`src/sv/tgbg_pkg.sv`:
```
// ----------------------------------------------------------------------------
// tgbg_pkg: shared types and codes for the toroidal grid distance-field block
// Holds command codes, status codes and the request type passed from the
// front end to the back end.
// ----------------------------------------------------------------------------
`default_nettype none
package tgbg_pkg;
	localparam logic [1:0] OP_WRITE = 2'd0;
	localparam logic [1:0] OP_SEED  = 2'd1;
	localparam logic [1:0] OP_RUN   = 2'd2;
	localparam logic [1:0] OP_READ  = 2'd3;

	localparam logic [1:0] ST_OK    = 2'd0;
	localparam logic [1:0] ST_FULL  = 2'd1;
	localparam logic [1:0] ST_RANGE = 2'd2;

	localparam logic CFG_WIDTH  = 1'b0;
	localparam logic CFG_HEIGHT = 1'b1;

	typedef struct packed {
		logic [1:0]  opcode;
		logic [5:0]  pos_x;
		logic [5:0]  pos_y;
		logic [15:0] cell_value;
		logic        in_range;
	} tgbg_req_t;
endpackage
`default_nettype wire

```
`src/sv/tgbg_front.sv`:
```
// ----------------------------------------------------------------------------
// tgbg_front: command intake and classification
// Registers each request with its range check into a two-entry queue.
// ----------------------------------------------------------------------------
`default_nettype none
module tgbg_front import tgbg_pkg::*; #(
	parameter int MAX_WIDTH  = 64,
	parameter int MAX_HEIGHT = 64
) (
	input  wire logic      clk,
	input  wire logic      arst_n,
	input  wire logic      start,
	input  wire logic [1:0] opcode,
	input  wire logic [5:0] pos_x,
	input  wire logic [5:0] pos_y,
	input  wire logic [15:0] cell_value,
	input  wire logic      cfg_we,
	input  wire logic      cfg_index,
	input  wire logic [6:0] cfg_data,
	input  wire logic      pop,
	output logic           accept,
	output logic           fifo_valid,
	output tgbg_req_t      fifo_head,
	output logic [8:0]     eff_w,
	output logic [8:0]     eff_h,
	output logic           busy_out
);
	logic [6:0] width_q, height_q;
	tgbg_req_t  ent_q [2];
	logic       wp_q, rp_q;
	logic [1:0] cnt_q;
	tgbg_req_t  req;

	always_comb begin
		if (width_q == 7'd0) eff_w = 9'd1;
		else if ({2'b0, width_q} > 9'(MAX_WIDTH)) eff_w = 9'(MAX_WIDTH);
		else eff_w = {2'b0, width_q};
		if (height_q == 7'd0) eff_h = 9'd1;
		else if ({2'b0, height_q} > 9'(MAX_HEIGHT)) eff_h = 9'(MAX_HEIGHT);
		else eff_h = {2'b0, height_q};
	end

	assign busy_out   = cnt_q[1];
	assign accept     = start && !cnt_q[1];
	assign fifo_valid = cnt_q != 2'd0;
	assign fifo_head  = ent_q[rp_q];

	always_comb begin
		req.opcode     = opcode;
		req.pos_x      = pos_x;
		req.pos_y      = pos_y;
		req.cell_value = cell_value;
		req.in_range   = ({3'b0, pos_x} < eff_w) && ({3'b0, pos_y} < eff_h);
	end

	always_ff @(posedge clk or negedge arst_n) begin
		if (!arst_n) begin
			width_q  <= 7'd64;
			height_q <= 7'd64;
			wp_q     <= 1'b0;
			rp_q     <= 1'b0;
			cnt_q    <= 2'd0;
		end else begin
			if (cfg_we) begin
				if (cfg_index == CFG_WIDTH) width_q <= cfg_data;
				else height_q <= cfg_data;
			end
			if (accept) wp_q <= ~wp_q;
			if (pop) rp_q <= ~rp_q;
			cnt_q <= cnt_q + 2'(accept) - 2'(pop);
		end
	end

	always_ff @(posedge clk) begin
		if (accept) ent_q[wp_q] <= req;
	end

	assert property (@(posedge clk) disable iff (!arst_n) pop |-> fifo_valid)
		else $error("pop from empty request queue");
	assert property (@(posedge clk) disable iff (!arst_n) cnt_q != 2'd3)
		else $error("request queue overflow");
	assert property (@(posedge clk) disable iff (!arst_n)
		(accept && !pop) |=> cnt_q == $past(cnt_q) + 2'd1)
		else $error("request count lost an entry");
endmodule
`default_nettype wire

```
`config.mk`:
```
export PLATFORM = sky130hd
export DESIGN_NAME = tgbg_front
export DESIGN_NICKNAME = d
export VERILOG_FILES = /design/src/sv/tgbg_pkg.sv /design/src/sv/tgbg_front.sv
export SDC_FILE = /design/constraint.sdc
export NUM_CORES = 1
export LEC_CHECK = 0
export ABC_AREA = 1
export BUFFER_PORTS_ARGS = -buffer_cell sky130_fd_sc_hd__buf_2
export CORE_MARGIN = 3
export CORE_UTILIZATION = 28
export CTS_CLUSTER_SIZE = 20
export DETAILED_ROUTE_END_ITERATION = 10
export GPL_ROUTABILITY_DRIVEN = 0
export PLACE_DENSITY = 0.46
export SYNTH_ARGS = -nofsm -noshare
export SYNTH_HDL_FRONTEND = slang
export SYNTH_SLANG_ARGS = --single-unit
```
`constraint.sdc`:
```
create_clock -name clk -period 2.15 [get_ports clk]
set_input_delay 0.43 -clock clk [delete_from_list [all_inputs] [get_ports clk]]
set_output_delay 0.43 -clock clk [all_outputs]
set_load 0.005 [all_outputs]
```
Word-level counts from Yosys, hierarchy flattened. Memories as Yosys holds them, arrays and structs flattened. Cells that the tools add are included.

Output and inout bits: 52. Bits in registers: 18. Word-level logic and storage cells: 29. RAM bits: 62. Input port bits: 43. Memories: 1.

Memory list: ent_q (words 2, bits a word 31, rd ports 1, clocked after Yosys merged registers in 0, wr ports 1, line tgbg_front.sv:29) `tgbg_req_t ent_q [2];`.

Magnitude comparators: 4. Multiplexer cells: 6. Reductions and logical operators: 8. Bitwise gates (word level): 3. $add $sub $neg: 2.

Operators with widths (count): $mux W7 (3); $lt A6 B9 Y1 (2); $gt A7 B7 Y1 const B (2); $logic_not A7 Y1 (2); $mux W9 (1); $reduce_and A2 Y1 (2); $not A1 Y1 (3); $add A2 B1 Y2 (1); $logic_and A1 B1 Y1 (2); $mux W1 (2); $reduce_bool A2 Y1 (1); $sub A2 B1 Y2 (1); $logic_not A1 Y1 (1).

Logic depth before layout (Yosys ltp).
Depth after elaboration: 5. Mapped depth: 12. Gate-level depth less buffers: 12.

Least setup slack after synthesis. Ideal clock, no wire load.

Kind: reg2reg. From: reg cnt_q[1]. To: mem ent_q[0][0] (netlist name) (enable). Period minus slack after synthesis: 2320 ps. Slack: -170 ps. Stages on the path, launching flop included: 4. Arrival: 1901 ps. Library setup time: 419 ps. Data required time: 1731 ps. Path through: dfrtp_1 > inv_1 > nand2_1 > nor2_1.

Word-level cells in the longest chain between the ends: 4.

Ends and longest elaborated chain: start: declaration (line tgbg_front.sv:31) `logic [1:0] cnt_q;`; start signal: assignment (line tgbg_front.sv:70) `cnt_q <= cnt_q + 2'(accept) - 2'(pop);`; $logic_not A1 Y1 (line tgbg_front.sv:44) `assign accept = start && !cnt_q[1];`; $logic_and A1 B1 Y1 (line tgbg_front.sv:44); $mux W1 (line tgbg_front.sv:75) `if (accept) ent_q[wp_q] <= req;`; $mux W1 (implied by the code) (line tgbg_front.sv:75); end: declaration (line tgbg_front.sv:29).

No other way between the ends.

==> Implementation_results.wiki <==
{| class="wikitable"
! Metric !! Value
|-
| Number of max-cap violations || 0
|-
| Vias in the first global route || between 2000 and 2500
|-
| Final hold violation count || 0
|-
| Data arrival time at the worst-slack endpoint || approximately 1600 ps
|-
| Number of antenna violations at the first check in global routing || 0
|-
| Category of the worst setup path capture point || output pin
|-
| Filler cell count || about 1300
|-
| Accumulated negative setup slack || 0 ps
|-
| Clock edge transition at the registers on the reported setup and hold paths || 60 ps
|-
| Initial standard-cell utilization of the core || 0.2885
|-
| Clock latency reported for the late side of the worst-skew pair || 340 ps
|-
| Proportion of synthesized chip area in sequential cells || 0.6624
|-
| Worst Path Required || around 1700 ps
|-
| Number of CTS-inserted buffers || 9
|-
| Gr ovfl total || 0
|-
| Floorplan die area || 13860 um^2
|-
| Class of the worst hold path || in -> async
|-
| Final clock skew || 3.913 ps
|-
| Number of warnings issued by yosys || 0
|-
| Number of hold-repair buffers added at the cts stage || 0
|-
| Unrepaired setup endpoints after global routing || no
|-
| Sum of routed wire length over all layers || 7188 um
|-
| Total iterations of the first detailed-routing run || 5
|-
| Fraction of final layout cells sized beyond drive strength 1 || 0.4022
|-
| Final antenna-violating net count || 0
|-
| Detailed-route via count || 2207
|-
| Number of unique standard cell types used by synthesis || 29
|-
| Starting DRC count in detailed routing || 105
|-
| Pin count of the biggest net entering global routing || 32
|-
| Avg Synthesized Cell Area || 12.94 um^2
|-
| Time the worst path needs with I/O delays and setup || 2032 ps
|-
| Critical Path Slowest Stage Cell || dfrtp_1
|-
| Setup slack after placement || 263.9 ps
|-
| # setup viols final || 0
|-
| NetSw || 0.001385 W
|-
| Fmax || around 490 MHz
|-
| Share of total power in sequential cells || 0.426
|-
| Share of total power in combinational logic || 0.276
|-
| Vertical die dimension || about 120 um
|-
| Number of buffers between clock root and the deepest sink || 2
|-
| Sum of internal, switching and leakage power || just under 0.005 W
|-
| CP max stage delay || ~500 ps
|-
| Core footprint || 12110 um^2
|-
| Critical path start-end classification || reg -> out
|-
| Pins Over Slew Limit || 0
|-
| Number of H-tree levels || 3
|-
| Number of remaining DRC errors || 0
|-
| Post-synthesis cell count || 270
|-
| Synthesized area || 3495 um^2
|-
| Proportion of power drawn by the clock network || 0.298
|-
| P&R area growth vs syn || 26.89%
|-
| Clock tree from TritonCTS || done
|-
| Outcome || completed
|-
| Global-route wire length before repair || roughly 12000 um
|-
| Crit path max fanout || 28
|-
| Count of buffering cells on the critical path with inverters included || 2
|-
| DP Wirelength || approximately 5100 um
|-
| Die extent in x || 117.7 um
|-
| Final Cycle Share || 0.9449
|-
| Category of cells accounting for the largest share of critical-path delay || flip-flops
|-
| Top cells by area in the synthesized netlist || edfxtp_1 (53%), dfrtp_1 (11%), mux2_2 (9.3%), nand2_1 (4.6%), ha_1 (4.3%)
|-
| Worst ir drop on vdd || 0.3777 mV
|-
| Kind of launch point of the worst setup path || flop
|-
| Internal power summed over all cells || 0.003548 W
|-
| Number of antenna repair diodes || 0
|-
| TritonCTS sink count || 80
|-
| Wire per inst || 13.41 um
|-
| Overall track demand over capacity in global routing || 0.1106
|-
| Top-level port count || 95
|-
| PortBufs || 90
|-
| Pwr dens || between 1000 and 1500 nW/um^2
|-
| Post-layout net count || 419
|-
| Clock root cell || clkbuf_16
|-
| Number of register bits inferred by synthesis || 80
|-
| Leading area contributor after synthesis || edfxtp_1
|-
| Cells along the critical path || buf_12 > mux2_2 > buf_2
|-
| Total leakage power || roughly 1.9 nW
|-
| Proportion of netlist area held by the largest area contributor || 0.5328
|-
| Site Rows || 40
|-
| Routed vias/inst || 4.118
|-
| Sw Ratio || 0.2807
|-
| Worst Slack Setup Final || 118.5 ps
|}
routing by layer:
| layer | track usage | vias to the layer above | share of wire |
|---|---|---|---|
| met1 | 0.1420 | 1031 | 0.46 |
| li1 | - | 1088 | - |
| met3 | 0.04373 | 12 | 0.065 |
| met4 | 0.03956 | 0 | 0.016 |
| met5 | 0 | - | 0 |
| met2 | 0.1696 | 76 | 0.46 |
power by group through the flow:
stage	Sequential (W)	Clock, W	Combinational (W)
floorplan	0.00209	0	0.000865
global placement	0.00212	0	0.00140
detailed placement	0.00213	0	0.00140
CTS	0.00210	0.00152	0.00141
global route	0.00213	0.00159	0.00153
finish	0.00210	0.00147	0.00136
Yosys cell counts:
library cell,count
edfxtp_1,62
nand2_1,43
inv_1,36
mux2_2,29
dfrtp_1,16
o21ai_0,16
nor2_1,14
ha_1,12
nand3_1,7
buf_4,4
buf_6,4
clkbuf_1,3
nand2_2,3
xor2_1,3
and2_1,2
dfstp_2,2
mux2_1,2
a21oi_1,1
buf_2,1
clkbuf_2,1
conb_1,1
inv_2,1
inv_4,1
nor2_2,1
nor3_1,1
o21ai_1,1
o21bai_1,1
o21bai_2,1
xnor2_1,1
cell usage in the layout (no fill, tap or decap), types with 2 or more instances in the layout:
cell type / netlist / final
clkinvlp_4: 0 / 3
nand3_1: 7 / 7
edfxtp_1: 62 / 62
nor2_1: 14 / 11
dfrtp_1: 16 / 16
conb_1: 1 / 4
and2_1: 2 / 2
buf_12: 0 / 3
nand2_2: 3 / 3
nand2_1: 43 / 43
o21ai_0: 16 / 16
inv_1: 36 / 36
nor2_2: 1 / 2
clkbuf_16: 0 / 9
buf_2: 1 / 90
mux2_2: 29 / 29
xor2_1: 3 / 3
mux2_1: 2 / 2
dfstp_2: 2 / 2
nor2_4: 0 / 2
ha_1: 12 / 12
repair_timing:
| action | CTS | global route |
|---|---|---|
| setup endpoints to repair | 0 | 2 |
| gates resized for setup | 0 | 1 |
| setup buffers | 0 | 0 |
path summary, 6_finish.rpt:
check	cells after the start	from	to	slack, ps
max	3	rp_q	fifo_head[0]	120
min	1	arst_n	cnt_q[0]	20
max reg2reg	12	width_q[5]	ent_q[0][0]	270
min reg2reg	2	width_q[3]	width_q[3]	510
max in group asynchronous	1	arst_n	height_q[6]	1790
min in group clk	1	cell_value[1]	ent_q[1][2]	280
cells by family (layout without fill, tap and decap cells):
| group | count (synthesis) | count (layout) | synth area share |
|---|---|---|---|
| flip-flops | 80 | 80 | 0.6624 |
| AND/OR/NAND/NOR | 71 | 71 | 0.08342 |
| buffers and inverters | 51 | 146 | 0.06910 |
| multiplexers | 31 | 31 | 0.09989 |
| AO/OA/AOI/OAI | 20 | 20 | 0.03115 |
| adder cells (fa/ha/maj) | 12 | 12 | 0.04296 |
| XOR/XNOR | 4 | 4 | 0.01003 |
| other | 1 | 4 | 0.001073 |
worst reg2reg max path, cell delays in order, from the launching register on:
cell and delay, ps:
dfrtp_1 400, nor2_1 140, nand3_1 90, nand2_1 130, nand2_1 100, ha_1 280, inv_1 30, nor2_1 110
nand2_1 80, o21bai_1 120, nor2_1 60, nand2_1 70, nor2_2 40
state kept, by name, summed over array words and instances (netlist names):
register,count
cnt_q,2
ent_q,62
height_q,7
rp_q,1
width_q,7
wp_q,1
through the flow:
step | area (um^2) | hold slack, ps | util | instances
4_1_cts | 4432 | 25.64 | 0.3659 | 536
3_3_place_gp | 4145 | 389.5 | 0.3423 | 521
2_1_floorplan | 3506 | 134.4 | - | 273
3_5_place_dp | 4145 | 396.4 | 0.3423 | 521
6_report | 4434 | 24.09 | 0.3661 | 536
5_1_grt | 4434 | 37.94 | 0.3661 | 536
area by class of cell:
type / instances / area, um^2 / area share
repair buffers: 93 / 510.5 / 0.1151
inverters: 38 / 145.1 / 0.03273
clock buffers: 9 / 225.2 / 0.05079
flip-flops and latches: 80 / 2315 / 0.5220
clock inverters: 6 / 61.31 / 0.01383
well taps: 168 / 210.2 / 0.04740
multi-input cells: 142 / 967.2 / 0.2181
(Power assumes the default switching activity.)
